===== config.mk =====
export PLATFORM = sky130hd
export DESIGN_NAME = positional_list_engine_flat
export DESIGN_NICKNAME = d
export VERILOG_FILES = /design/src/rtl/ple_pkg.sv /design/src/rtl/ple_if.sv /design/src/rtl/ple_ram.sv /design/src/rtl/positional_list_engine.sv /design/src/flat_wrapper.sv
export SDC_FILE = /design/constraint.sdc
export NUM_CORES = 2
export LEC_CHECK = 0
export BUFFER_PORTS_ARGS = -buffer_cell sky130_fd_sc_hd__buf_4
export CAP_MARGIN = 0
export CORE_ASPECT_RATIO = 2
export CORE_MARGIN = 2
export CORE_UTILIZATION = 45
export DETAILED_ROUTE_END_ITERATION = 8
export PLACE_DENSITY = 0.59
export SLEW_MARGIN = 30
export SYNTH_ARGS = -nofsm -noshare
export SYNTH_HDL_FRONTEND = slang
export SYNTH_SLANG_ARGS = --single-unit

===== constraint.sdc =====
create_clock -name clk_i -period 13.5 [get_ports clk_i]
set_input_delay 0.675 -clock clk_i [delete_from_list [all_inputs] [get_ports clk_i]]
set_output_delay 0.675 -clock clk_i [all_outputs]
set_load 0.01 [all_outputs]

===== src/rtl/ple_pkg.sv =====
`timescale 1ns / 1ps

package ple_pkg;

  localparam int unsigned OPCODE_W = 3;
  localparam int unsigned VALUE_W  = 32;
  localparam int unsigned POS_W    = 16;
  localparam int unsigned STATUS_W = 2;
  localparam int unsigned COUNT_W  = 6;

  typedef enum logic [OPCODE_W-1:0] {
    OP_INS_FRONT = 3'd0,
    OP_INS_BACK  = 3'd1,
    OP_INS_AT    = 3'd2,
    OP_DEL_FRONT = 3'd3,
    OP_DEL_BACK  = 3'd4,
    OP_DEL_AT    = 3'd5,
    OP_DUMP      = 3'd6
  } op_e;

  typedef enum logic [STATUS_W-1:0] {
    STS_OK     = 2'd0,
    STS_BADPOS = 2'd1,
    STS_FULL   = 2'd2,
    STS_EMPTY  = 2'd3
  } status_e;

  typedef enum logic [4:0] {
    S_IDLE,
    S_DECODE,
    S_ALLOC,
    S_ALLOC_GET,
    S_INS_SOLO,
    S_INS_HEAD,
    S_INS_TAIL,
    S_WALK_START,
    S_WALK,
    S_LINK_RD,
    S_LINK_GET,
    S_INS_PREV,
    S_DEL_GET,
    S_DEL_HEAD,
    S_FREE,
    S_RESP,
    S_DUMP_RD,
    S_DUMP_OUT
  } state_e;

endpackage


===== src/rtl/ple_if.sv =====
`timescale 1ns / 1ps

interface ple_req_if;
  logic                              valid;
  logic                              ready;
  logic [ple_pkg::OPCODE_W-1:0]      opcode;
  logic signed [ple_pkg::VALUE_W-1:0] value;
  logic [ple_pkg::POS_W-1:0]         position;

  modport source (output valid, opcode, value, position, input ready);
  modport sink   (input valid, opcode, value, position, output ready);
endinterface

interface ple_rsp_if;
  logic                              valid;
  logic                              ready;
  logic [ple_pkg::STATUS_W-1:0]      status;
  logic signed [ple_pkg::VALUE_W-1:0] element;
  logic [ple_pkg::COUNT_W-1:0]       count;
  logic                              last;

  modport source (output valid, status, element, count, last, input ready);
  modport sink   (input valid, status, element, count, last, output ready);
endinterface


===== src/rtl/ple_ram.sv =====
`timescale 1ns / 1ps

module ple_ram #(
  parameter int unsigned WIDTH = 32,
  parameter int unsigned DEPTH = 32
) (
  input  logic                     clk_i,
  input  logic                     we_i,
  input  logic [$clog2(DEPTH)-1:0] waddr_i,
  input  logic [WIDTH-1:0]         wdata_i,
  input  logic                     re_i,
  input  logic [$clog2(DEPTH)-1:0] raddr_i,
  output logic [WIDTH-1:0]         rdata_o
);

  logic [WIDTH-1:0] mem_q [DEPTH];
  logic [WIDTH-1:0] rdata_q;

  always_ff @(posedge clk_i) begin
    if (we_i) begin
      mem_q[waddr_i] <= wdata_i;
    end
    if (re_i) begin
      rdata_q <= mem_q[raddr_i];
    end
  end

  assign rdata_o = rdata_q;

endmodule


===== src/rtl/positional_list_engine.sv =====
`timescale 1ns / 1ps
// Channel | Dir | Payload                              | Beat taken when
// req_i   | in  | opcode, value, position              | valid && ready
// rsp_o   | out | status, element, count, last         | valid && ready
//
// One request at a time; req_i.ready is high only while the sequencer idles.
// Positional requests walk the link RAM from the head, one read per cycle.
// Dump: the head entry is read first, then one beat per cycle while rsp_o.ready holds.
// Results sit in an output register, so a new request is taken while one waits.
// Reset clears head, tail, count and the slot allocator; RAM contents are not cleared.

module positional_list_engine #(
  parameter int unsigned CAPACITY = 32
) (
  input  logic       clk_i,
  input  logic       rst_ni,
  ple_req_if.sink    req_i,
  ple_rsp_if.source  rsp_o
);

  import ple_pkg::*;

  localparam int unsigned SLOT_W = $clog2(CAPACITY);
  localparam int unsigned CNT_W  = $clog2(CAPACITY + 1);

  state_e                     state_q, state_d;
  logic [OPCODE_W-1:0]        op_q;
  logic signed [VALUE_W-1:0]  val_q;
  logic [POS_W-1:0]           pos_q;
  logic [CNT_W-1:0]           steps_q, steps_d;
  logic [SLOT_W-1:0]          cur_q, cur_d;
  logic [SLOT_W-1:0]          slot_q, slot_d;
  logic [SLOT_W-1:0]          head_q, head_d;
  logic [SLOT_W-1:0]          tail_q, tail_d;
  logic [CNT_W-1:0]           count_q, count_d;
  logic [CNT_W-1:0]           fresh_q, fresh_d;
  status_e                    status_q, status_d;
  logic                       del_q, del_d;
  logic                       first_q, first_d;

  // output register
  logic                       ov_q;
  status_e                    ost_q;
  logic signed [VALUE_W-1:0]  oel_q;
  logic [COUNT_W-1:0]         ocnt_q;
  logic                       olast_q;
  logic                       out_load;
  status_e                    out_st;
  logic signed [VALUE_W-1:0]  out_el;
  logic                       out_last;
  logic                       out_free;

  // memory ports
  logic                       lk_we, lk_re;
  logic [SLOT_W-1:0]          lk_waddr, lk_wdata, lk_raddr, lk_rdata;
  logic                       el_we, el_re;
  logic [SLOT_W-1:0]          el_waddr, el_raddr;
  logic [VALUE_W-1:0]         el_rdata;
  logic                       fs_we, fs_re;
  logic [SLOT_W-1:0]          fs_waddr, fs_wdata, fs_raddr, fs_rdata;

  // decode helpers
  logic [POS_W:0]             cnt_x, ins_p, del_p, sel_p;
  logic                       ins_bad, del_bad, full;
  logic                       is_del;
  logic [CNT_W-1:0]           sp, sp_m1;
  logic                       fs_empty;
  logic                       req_beat;

  assign req_beat  = req_i.valid && req_i.ready;
  assign req_i.ready = (state_q == S_IDLE);
  assign out_free  = !ov_q || rsp_o.ready;

  assign cnt_x   = (POS_W + 1)'(count_q);
  assign ins_p   = (op_q == OP_INS_FRONT) ? (POS_W + 1)'(1) :
                   (op_q == OP_INS_BACK)  ? cnt_x + (POS_W + 1)'(1) :
                                            {1'b0, pos_q};
  assign del_p   = (op_q == OP_DEL_FRONT) ? (POS_W + 1)'(1) :
                   (op_q == OP_DEL_BACK)  ? cnt_x :
                                            {1'b0, pos_q};
  assign ins_bad = (ins_p == '0) || (ins_p > cnt_x + (POS_W + 1)'(1));
  assign del_bad = (del_p == '0) || (del_p > cnt_x);
  assign full    = (count_q == CNT_W'(CAPACITY));
  assign is_del  = (op_q == OP_DEL_FRONT) || (op_q == OP_DEL_BACK) || (op_q == OP_DEL_AT);
  assign sel_p   = is_del ? del_p : ins_p;

  // free-slot stack holds fresh - count entries
  assign sp       = fresh_q - count_q;
  assign sp_m1    = sp - CNT_W'(1);
  assign fs_empty = (fresh_q == count_q);

  // next state
  always_comb begin
    state_d = state_q;
    case (state_q)
      S_IDLE: begin
        if (req_beat) state_d = S_DECODE;
      end
      S_DECODE: begin
        case (op_e'(op_q))
          OP_INS_FRONT, OP_INS_BACK, OP_INS_AT: begin
            state_d = (ins_bad || full) ? S_RESP : S_ALLOC;
          end
          OP_DEL_FRONT, OP_DEL_BACK, OP_DEL_AT: begin
            if (count_q == '0 || del_bad)       state_d = S_RESP;
            else if (count_q == CNT_W'(1))      state_d = S_FREE;
            else if (del_p == (POS_W + 1)'(1))  state_d = S_DEL_HEAD;
            else                                state_d = S_WALK_START;
          end
          OP_DUMP: begin
            state_d = (count_q == '0) ? S_RESP : S_DUMP_RD;
          end
          default: state_d = S_RESP;
        endcase
      end
      S_ALLOC:      state_d = S_ALLOC_GET;
      S_ALLOC_GET: begin
        if (count_q == '0) state_d = S_INS_SOLO;
        else if (first_q)  state_d = S_INS_HEAD;
        else               state_d = S_WALK_START;
      end
      S_INS_SOLO:   state_d = S_RESP;
      S_INS_HEAD:   state_d = S_INS_TAIL;
      S_INS_TAIL:   state_d = S_RESP;
      S_WALK_START: state_d = (steps_q == '0) ? S_LINK_RD : S_WALK;
      S_WALK: begin
        if (steps_q == '0) state_d = S_LINK_RD;
      end
      S_LINK_RD:    state_d = S_LINK_GET;
      S_LINK_GET:   state_d = del_q ? S_DEL_GET : S_INS_PREV;
      S_INS_PREV:   state_d = S_RESP;
      S_DEL_GET:    state_d = S_FREE;
      S_DEL_HEAD:   state_d = S_FREE;
      S_FREE:       state_d = S_RESP;
      S_RESP: begin
        if (out_free) state_d = S_IDLE;
      end
      S_DUMP_RD:    state_d = S_DUMP_OUT;
      S_DUMP_OUT: begin
        if (out_free && steps_q == '0) state_d = S_IDLE;
      end
      default:      state_d = S_IDLE;
    endcase
  end

  // datapath and memory controls
  always_comb begin
    steps_d  = steps_q;
    cur_d    = cur_q;
    slot_d   = slot_q;
    head_d   = head_q;
    tail_d   = tail_q;
    count_d  = count_q;
    fresh_d  = fresh_q;
    status_d = status_q;
    del_d    = del_q;
    first_d  = first_q;

    lk_we = 1'b0; lk_waddr = cur_q;  lk_wdata = slot_q;
    lk_re = 1'b0; lk_raddr = cur_q;
    el_we = 1'b0; el_waddr = slot_q;
    el_re = 1'b0; el_raddr = cur_q;
    fs_we = 1'b0; fs_waddr = sp[SLOT_W-1:0]; fs_wdata = slot_q;
    fs_re = 1'b0; fs_raddr = sp_m1[SLOT_W-1:0];

    out_load = 1'b0;
    out_st   = status_q;
    out_el   = '0;
    out_last = 1'b1;

    case (state_q)
      S_DECODE: begin
        del_d    = is_del;
        first_d  = (sel_p == (POS_W + 1)'(1));
        steps_d  = CNT_W'(sel_p - (POS_W + 1)'(2));
        cur_d    = head_q;
        slot_d   = head_q;
        status_d = STS_OK;
        case (op_e'(op_q))
          OP_INS_FRONT, OP_INS_BACK, OP_INS_AT: begin
            if (ins_bad)   status_d = STS_BADPOS;
            else if (full) status_d = STS_FULL;
          end
          OP_DEL_FRONT, OP_DEL_BACK, OP_DEL_AT: begin
            if (count_q == '0) status_d = STS_EMPTY;
            else if (del_bad)  status_d = STS_BADPOS;
            else if (count_q != CNT_W'(1) && del_p == (POS_W + 1)'(1)) begin
              lk_re    = 1'b1;
              lk_raddr = head_q;
            end
          end
          OP_DUMP: begin
            if (count_q == '0) status_d = STS_EMPTY;
            steps_d = count_q - CNT_W'(1);
          end
          default: status_d = STS_BADPOS;
        endcase
      end
      S_ALLOC: begin
        fs_re = !fs_empty;
      end
      S_ALLOC_GET: begin
        if (fs_empty) begin
          slot_d  = fresh_q[SLOT_W-1:0];
          fresh_d = fresh_q + CNT_W'(1);
        end else begin
          slot_d  = fs_rdata;
        end
        el_we    = 1'b1;
        el_waddr = slot_d;
      end
      S_INS_SOLO: begin
        lk_we    = 1'b1;
        lk_waddr = slot_q;
        lk_wdata = slot_q;
        head_d   = slot_q;
        tail_d   = slot_q;
        count_d  = count_q + CNT_W'(1);
      end
      S_INS_HEAD: begin
        lk_we    = 1'b1;
        lk_waddr = slot_q;
        lk_wdata = head_q;
        head_d   = slot_q;
      end
      S_INS_TAIL: begin
        // close the ring on the new head
        lk_we    = 1'b1;
        lk_waddr = tail_q;
        lk_wdata = head_q;
        count_d  = count_q + CNT_W'(1);
      end
      S_WALK_START: begin
        cur_d = head_q;
        if (steps_q != '0) begin
          lk_re    = 1'b1;
          lk_raddr = head_q;
          steps_d  = steps_q - CNT_W'(1);
        end
      end
      S_WALK: begin
        if (steps_q == '0) begin
          cur_d = lk_rdata;
        end else begin
          lk_re    = 1'b1;
          lk_raddr = lk_rdata;
          steps_d  = steps_q - CNT_W'(1);
        end
      end
      S_LINK_RD: begin
        lk_re    = 1'b1;
        lk_raddr = cur_q;
      end
      S_LINK_GET: begin
        if (del_q) begin
          slot_d   = lk_rdata;
          lk_re    = 1'b1;
          lk_raddr = lk_rdata;
        end else begin
          lk_we    = 1'b1;
          lk_waddr = slot_q;
          lk_wdata = lk_rdata;
        end
      end
      S_INS_PREV: begin
        lk_we    = 1'b1;
        lk_waddr = cur_q;
        lk_wdata = slot_q;
        if (cur_q == tail_q) tail_d = slot_q;
        count_d  = count_q + CNT_W'(1);
      end
      S_DEL_GET: begin
        lk_we    = 1'b1;
        lk_waddr = cur_q;
        lk_wdata = lk_rdata;
        if (slot_q == tail_q) tail_d = cur_q;
      end
      S_DEL_HEAD: begin
        head_d   = lk_rdata;
        lk_we    = 1'b1;
        lk_waddr = tail_q;
        lk_wdata = lk_rdata;
      end
      S_FREE: begin
        fs_we   = 1'b1;
        count_d = count_q - CNT_W'(1);
      end
      S_RESP: begin
        out_load = out_free;
      end
      S_DUMP_RD: begin
        el_re    = 1'b1;
        lk_re    = 1'b1;
        el_raddr = cur_q;
        lk_raddr = cur_q;
      end
      S_DUMP_OUT: begin
        out_st   = STS_OK;
        out_el   = el_rdata;
        out_last = (steps_q == '0);
        if (out_free) begin
          out_load = 1'b1;
          if (steps_q != '0) begin
            steps_d  = steps_q - CNT_W'(1);
            el_re    = 1'b1;
            lk_re    = 1'b1;
            el_raddr = lk_rdata;
            lk_raddr = lk_rdata;
          end
        end
      end
      default: ;
    endcase
  end

  always_ff @(posedge clk_i or negedge rst_ni) begin
    if (!rst_ni) begin
      state_q <= S_IDLE;
      head_q  <= '0;
      tail_q  <= '0;
      count_q <= '0;
      fresh_q <= '0;
      ov_q    <= 1'b0;
    end else begin
      state_q <= state_d;
      head_q  <= head_d;
      tail_q  <= tail_d;
      count_q <= count_d;
      fresh_q <= fresh_d;
      if (out_load)         ov_q <= 1'b1;
      else if (rsp_o.ready) ov_q <= 1'b0;
    end
  end

  always_ff @(posedge clk_i) begin
    if (req_beat) begin
      op_q  <= req_i.opcode;
      val_q <= req_i.value;
      pos_q <= req_i.position;
    end
    steps_q  <= steps_d;
    cur_q    <= cur_d;
    slot_q   <= slot_d;
    status_q <= status_d;
    del_q    <= del_d;
    first_q  <= first_d;
    if (out_load) begin
      ost_q   <= out_st;
      oel_q   <= out_el;
      ocnt_q  <= COUNT_W'(count_q);
      olast_q <= out_last;
    end
  end

  assign rsp_o.valid   = ov_q;
  assign rsp_o.status  = ost_q;
  assign rsp_o.element = oel_q;
  assign rsp_o.count   = ocnt_q;
  assign rsp_o.last    = olast_q;

  ple_ram #(.WIDTH(SLOT_W), .DEPTH(CAPACITY)) u_link_ram (
    .clk_i   (clk_i),
    .we_i    (lk_we),
    .waddr_i (lk_waddr),
    .wdata_i (lk_wdata),
    .re_i    (lk_re),
    .raddr_i (lk_raddr),
    .rdata_o (lk_rdata)
  );

  ple_ram #(.WIDTH(VALUE_W), .DEPTH(CAPACITY)) u_elem_ram (
    .clk_i   (clk_i),
    .we_i    (el_we),
    .waddr_i (el_waddr),
    .wdata_i (val_q),
    .re_i    (el_re),
    .raddr_i (el_raddr),
    .rdata_o (el_rdata)
  );

  ple_ram #(.WIDTH(SLOT_W), .DEPTH(CAPACITY)) u_free_ram (
    .clk_i   (clk_i),
    .we_i    (fs_we),
    .waddr_i (fs_waddr),
    .wdata_i (fs_wdata),
    .re_i    (fs_re),
    .raddr_i (fs_raddr),
    .rdata_o (fs_rdata)
  );

  assert property (@(posedge clk_i) disable iff (!rst_ni)
    (count_q <= CNT_W'(CAPACITY)) && (fresh_q >= count_q))
    else $error("slot bookkeeping out of range");

  assert property (@(posedge clk_i) disable iff (!rst_ni)
    rsp_o.valid && !rsp_o.last |-> rsp_o.status == STS_OK)
    else $error("non-final beat with error status");

  assert property (@(posedge clk_i) disable iff (!rst_ni)
    rsp_o.valid && rsp_o.status != STS_OK |-> rsp_o.element == '0)
    else $error("error beat carries an element");

  assert property (@(posedge clk_i) disable iff (!rst_ni)
    rsp_o.valid && rsp_o.status == STS_EMPTY |-> rsp_o.count == '0)
    else $error("empty status with elements held");

endmodule

===== src/flat_wrapper.sv =====
// flat-port wrapper written by rule: the top's interface ports become plain ports
module positional_list_engine_flat import ple_pkg::*;
#(
  parameter int unsigned CAPACITY = 32
)
  (clk_i, rst_ni, req_i_valid, req_i_opcode, req_i_value, req_i_position, req_i_ready, rsp_o_valid, rsp_o_status, rsp_o_element, rsp_o_count, rsp_o_last, rsp_o_ready);
  ple_req_if req_i_i ();
  ple_rsp_if rsp_o_i ();
  input  logic clk_i;
  input  logic rst_ni;
  input wire logic [$bits(req_i_i.valid)-1:0] req_i_valid;
  input wire logic [$bits(req_i_i.opcode)-1:0] req_i_opcode;
  input wire logic [$bits(req_i_i.value)-1:0] req_i_value;
  input wire logic [$bits(req_i_i.position)-1:0] req_i_position;
  output wire logic [$bits(req_i_i.ready)-1:0] req_i_ready;
  output wire logic [$bits(rsp_o_i.valid)-1:0] rsp_o_valid;
  output wire logic [$bits(rsp_o_i.status)-1:0] rsp_o_status;
  output wire logic [$bits(rsp_o_i.element)-1:0] rsp_o_element;
  output wire logic [$bits(rsp_o_i.count)-1:0] rsp_o_count;
  output wire logic [$bits(rsp_o_i.last)-1:0] rsp_o_last;
  input wire logic [$bits(rsp_o_i.ready)-1:0] rsp_o_ready;
  assign req_i_i.valid = req_i_valid;
  assign req_i_i.opcode = req_i_opcode;
  assign req_i_i.value = req_i_value;
  assign req_i_i.position = req_i_position;
  assign req_i_ready = req_i_i.ready;
  assign rsp_o_valid = rsp_o_i.valid;
  assign rsp_o_status = rsp_o_i.status;
  assign rsp_o_element = rsp_o_i.element;
  assign rsp_o_count = rsp_o_i.count;
  assign rsp_o_last = rsp_o_i.last;
  assign rsp_o_i.ready = rsp_o_ready;
  positional_list_engine #(.CAPACITY(CAPACITY)) u_core (.clk_i(clk_i), .rst_ni(rst_ni), .req_i(req_i_i), .rsp_o(rsp_o_i));
endmodule

# Yosys cells after proc, flatten, opt, wreduce, memory -nomap -nowiden
# Memories as Yosys holds them, arrays and structs flattened. A register that Yosys moved wholly into a read port is not among the register bits.
# Cells that the tools add are included.
# op_classes
n_addsub	8
mul	0
n_div	0
n_lt_le_gt_ge	2
eq_ne	40
shifts	0
mux	82
n_bitwise	0
reduce_logical	43
# op_table
cell	count
two-way mux 5 bit	26
case mux 5 bit (3 select lines)	5
case mux 5 bit (14 select lines)	1
two-way mux 17 bit	4
== test 5 x 4 -> 1 bit (second input constant)	8
== test 17 x 1 -> 1 bit (second input constant)	2
zero test 17 bit	2
case mux 5 bit (5 select lines)	1
two-way mux 6 bit	4
case mux 6 bit (4 select lines)	1
two-way mux 1 bit	23
== test 5 x 3 -> 1 bit (second input constant)	4
case mux 5 bit (2 select lines)	2
greater-than comparator 17 bit	1
greater-than comparator 17 x 6 -> 1 bit	1
two-way mux 16 bit	1
!= test 2 x 1 -> 1 bit (second input constant)	7
adder 6 x 1 -> 6 bit (second input constant)	2
zero test 6 bit	2
case mux 6 bit (2 select lines)	1
OR reduction 2 bit	6
subtractor 6 x 1 -> 6 bit (second input constant)	2
== test 5 x 2 -> 1 bit (second input constant)	2
== test 5 bit	2
other kinds (35)	65
# word_totals
register_bits	140
latch_bits	0
mem_bits_rw	1344
romBits	0
out_inout_bits	43
wordCells	197
memories	3
# memory_table
memory	words	word_bits	read_ports	rd_clocked_by_memory_dff	wr	line	rtl
u_core.u_elem_ram.mem_q	32	32	1	1	1	ple_ram.sv:16	logic [WIDTH-1:0] mem_q [DEPTH];
u_core.u_free_ram.mem_q	32	5	1	1	1	ple_ram.sv:16	
u_core.u_link_ram.mem_q	32	5	1	1	1	ple_ram.sv:16	

# Logic depth before layout (Yosys ltp)
# logic_depth
word_depth	10
ltp_mapped	18
ltp_nobuf	15

# Cells and area by module
# A second synthesis with hierarchy kept.
# hier_totals
hier_cells	3588
area_unflattened_um2	61659.1
# by_module_without_submodules
mod	n_inst	cells_each	area_each_um2	seq_area_each_um2
ple_ram (u_core.u_elem_ram)	1	2260	40812.9	31710.4
ple_ram (u_core.u_free_ram ...)	2	277	6394.9	4954.8
positional_list_engine	1	774	8056.5	4063.9

# Worst setup path before layout
# OpenSTA, ideal clock, no wires.
# synth_timing
path_type	reg2reg
start	register u_core.count_q[2]
end	memory u_core.u_elem_ram.mem_q[0][0] (enable)
setup_ns	0.421
t_arrival_ns	3.992
setup_slack_ns	9.087
stages_incl_launch_ff	12
path_buffers	1
period_less_slack_ns	4.413
path_cell_list	dfrtp_1 > clkbuf_1 > inv_1 > ha_1 > nand4_1 > nor3_1 > mux2i_1 > nor2_1 > a21o_1 > nor2_1 > nand2_1 > nor2_1
# synth_between
elab_chain_cells	3
# synth_rtl
element	line	rtl
start: declaration	positional_list_engine.sv:35	logic [CNT_W-1:0] count_q, count_d;
start signal: assignment	positional_list_engine.sv:328	count_q <= count_d;
== test 6 bit	positional_list_engine.sv:90	assign fs_empty = (fresh_q == count_q);
two-way mux 5 bit	positional_list_engine.sv:203	if (fs_empty) begin
two-way mux 5 bit	positional_list_engine.sv:171	case (state_q)
end: declaration	ple_ram.sv:16	
# No other way between the ends.

# Worst setup path after layout
# layout_timing
start	register u_core.state_q[1]
end	register u_core.u_elem_ram.rdata_q[30], in the netlist u_core.u_elem_ram.rdata_o[30] (read register of u_core.u_elem_ram.mem_q), data pin
# layout_between
elab_chain_cells	2
# layout_rtl
element	line	rtl
start: declaration	positional_list_engine.sv:26	state_e state_q, state_d;
start signal: assignment	positional_list_engine.sv:325	state_q <= state_d;
== test 5 bit	positional_list_engine.sv:171	
case mux 1 bit (2 select lines) / two-way mux 5 bit (equally long branches)	positional_list_engine.sv:171	
end: declaration	ple_ram.sv:17	logic [WIDTH-1:0] rdata_q;
# Several ways; a longest one is shown, not always the timed one.
# A chain may end at the register's enable or synchronous reset.

==> out/metrics.cfg <==
[route]
routed_wl_mm=161
first_pass_iters=6
route.detailed.wl_per_inst_um=29.7
vias=32100
dr.first_iter.drc_count=3162
drtAntennaViolNets=0
drcViolationCount=0
vias_per_cell=5.93

[sta]
tightest_slew_ps=1010
period_share=0.400
rsz0062_at_grt=no
slew_viol_final=0
setup_tns_ps=0
slew_headroom=0.327
timing.fmax_ghz=0.185
hold_viol_final=0
setup_viol=0
skew_ps=30.3
period_minus_slack_ps=5400

[global_routing]
overflow=0
grt_usage=0.234
grt_antenna_before_repair=7
grt_max_degree=129
grt_pass1_wl_mm=232
first_global_vias=33200

[clock_tree]
cts_buffer_depth=3
clkTransAtPathRegs_ps=70
cts_root_buf=clkbuf_16
clock_sinks=1526
cts_tree=done
htreeDepth=4
cts_buffers=135
clk_latency_ps=760
cts_resized=0
post_cts_buffers=0

[synth]
synth.area.top_cells=edfxtp_1 74%, mux4_2 11%, nand2_1 2.5%, mux2i_1 1.8%, nand3_1 1.6%
syn_area_um2=61100
syn_nets=3507
synth-edff-count=1498
synth_ff_type=edfxtp_1
synth_cells=3423
synthArstFlopShare=0.0183
syn_area_per_cell_um2=17.9
yosys_warnings=0
ys_ff_latch=1526
netlist.area_leader.share=0.736
synth.distinct_cells=72
ys_seq_area_frac=0.747
synth_top_area_cell=edfxtp_1

[pwr]
p_total_mw=14.5
p_per_area_nw_per_um2=209
peakVddDrop_uv=207
p_leak_nw=22.6

[critical_path]
critPathRequiredTime_ps=14000
cp_top_family=buffers and inverters
max_stage_delay_ps=820
setup.worst_path.end_class=register
worstSetupPathType=register to register
start_kind=register
crit_slowest_cell=buf_4
path_max_fanout=43
worst_path_most_repeated_cell=buf_4
cp.arrival_ps=5900
path_cells=nor3_1 -> nand4_1 -> nor2_2 -> buf_4 -> nor2_1 -> a21oi_4 -> buf_8 -> buf_4 -> buf_4 -> mux4_2 -> nand2_1 -> nand3_1 -> nand3_1 -> o21ai_0
crit_buf_inv=4

[run]
maxCapViolations=0

[die]
initial_core_util=0.453
dieArea_um2=139000
die_x_um=265
core.rowCount=191
io_pins=98
core_um2=135000
die_height_um=525

[finish]
area_delta_synth_final_pct=13.2
fill_cells=10800
nNetsFinal=3657
final_cells=5423
drive_gt1_frac=0.207
fin_util=0.513

[place]
gp_congestion=0.889
io_buffers=97
hpwl_mm=91.2
place_inst=5150

[worst_hold_path]
hp-class=input port to register

[run_status]
status=complete, no violations

## cells in the mapped netlist (4+ instances only)
cell type and count:
a31oi_1 4, o211ai_1 6, xor2_1 12, o21ai_0 61
and2_1 10, buf_2 27, nor3_1 21, a221o_1 7
a2bb2oi_1 5, a21boi_0 4, buf_4 8, and3_1 42
a21o_1 12, dfrtp_1 28, xnor2_1 34, nor2b_1 17
o31ai_1 6, o21a_1 7, a221oi_1 6, o221ai_1 7
nand3_1 197, o21ai_1 19, or3_1 8, nand2b_1 10
o22ai_1 10, clkbuf_1 133, inv_1 39, buf_1 14
ha_1 28, a222oi_1 7, a211oi_1 18, a22oi_1 34
mux2i_1 111, nand3b_1 6, nor2_1 144, mux2_2 4
edfxtp_1 1498, mux4_2 297, nand4_1 13, nand2_1 403
a21oi_1 60
## logic make-up after synthesis
logic type	Yosys count	synth area share
compound gates	287	0.0306
xor+xnor	46	0.00659
fa+ha+maj	29	0.00606
buf+inv	226	0.0152
flops	1526	0.747
mux	412	0.128
simple gates	897	0.0658
## sequential cells by signal (all words and copies together), names as in the netlist, 2 cells and up
register and cells:
u_core.u_elem_ram.mem_q 1024, u_core.u_free_ram.mem_q 160, u_core.u_link_ram.mem_q 160, u_core.rsp_o.element 32, u_core.u_elem_ram.rdata_o 32, u_core.val_q 32
u_core.pos_q 16, u_core.count_q 6, u_core.fresh_q 6, u_core.rsp_o.count 6, u_core.steps_q 6, u_core.cur_q 5
u_core.fs_wdata 5, u_core.head_q 5, u_core.state_q 5, u_core.tail_q 5, u_core.u_free_ram.rdata_o 5, u_core.u_link_ram.rdata_o 5
u_core.op_q 3, u_core.rsp_o.status 2, u_core.status_q 2
## worst register-to-register path, delay by kind of cell, from the launching register on
| family | cells | cell delay, ps |
|---|---|---|
| multiplexers | 1 | 640 |
| AND/OR/NAND/NOR | 7 | 1430 |
| AO/OA/AOI/OAI | 2 | 320 |
| flip-flops | 1 | 680 |
| buffers and inverters | 4 | 2060 |
## through the flow
step                cell area [um2]  worst slack [ps]  hold slack [ps]
CTS                           68900              7950             29.5
global placement              64300              7420              488
floorplan                     61100              9090              379
detailed placement            64400              7990              490
global route                  69200              7630             46.1
finish                        69200              8100             92.2
## what timing repair did
item                                    CTS  global route
endpoints found under the hold margin    28             0
endpoints found under the setup margin    0             0
hold buffers                              1             0
## power by group
| group | leakage (nW) | switching (mW) | internal [mW] |
|---|---|---|---|
| sequential | 13.8 | 0.194 | 5.61 |
| combinational | 6.55 | 2.87 | 1.84 |
| clock | 2.19 | 1.73 | 2.26 |
| total | 22.6 | 4.79 | 9.71 |
## layer usage
layer / track usage / part of all wire / wire length (um) / up-vias
li1: - / - / - / 13900
met1: 0.264 / 0.36 / 57500 / 16900
met2: 0.436 / 0.55 / 88600 / 1100
met3: 0.0304 / 0.047 / 7610 / 314
met4: 0.104 / 0.047 / 7550 / 0
met5: 0 / 0 / 0 / -
## placed cells by master (no fill, tap or decap), types with 34 or more instances in the layout
| cell type | netlist | routed |
|---|---|---|
| edfxtp_1 | 1498 | 1498 |
| nand2_1 | 403 | 403 |
| mux4_2 | 297 | 297 |
| nand3_1 | 197 | 197 |
| buf_4 | 8 | 168 |
| clkbuf_16 | 0 | 140 |
| nor2_1 | 144 | 109 |
| mux2i_1 | 111 | 108 |
| a21oi_1 | 60 | 57 |
| o21ai_0 | 61 | 55 |
| and3_1 | 42 | 41 |
| inv_1 | 39 | 39 |
| a22oi_1 | 34 | 34 |
| nor2_4 | 0 | 34 |
## cell type report
type | instances | area [um2] | area share
sequential | 1526 | 45700 | 0.660
timing repair buffer | 198 | 1690 | 0.0244
clock inverter | 84 | 966 | 0.0140
inverter | 41 | 154 | 0.00222
clock buffer | 160 | 3570 | 0.0515
tap | 1737 | 2170 | 0.0314
antenna | 6 | 15.0 | 0.000217
multi-input combinational | 1671 | 15000 | 0.216
## path summary, 6_finish.rpt
path	from	endpoint	slack, ps	depth (start not counted)
min in group asynchronous	rst_ni	u_core.count_q[0]	410	2
setup / recovery	u_core.state_q[1]	u_core.u_elem_ram.rdata_o[30]	8100	14
setup reg to reg	u_core.state_q[1]	u_core.u_elem_ram.rdata_o[30]	8100	14
hold / removal	req_i_position[11]	u_core.pos_q[11]	90	1
hold reg to reg	u_core.fresh_q[5]	u_core.fresh_q[5]	510	1
max in group asynchronous	rst_ni	u_core.tail_q[0]	12720	2
Power figures use the tool's default switching activity.
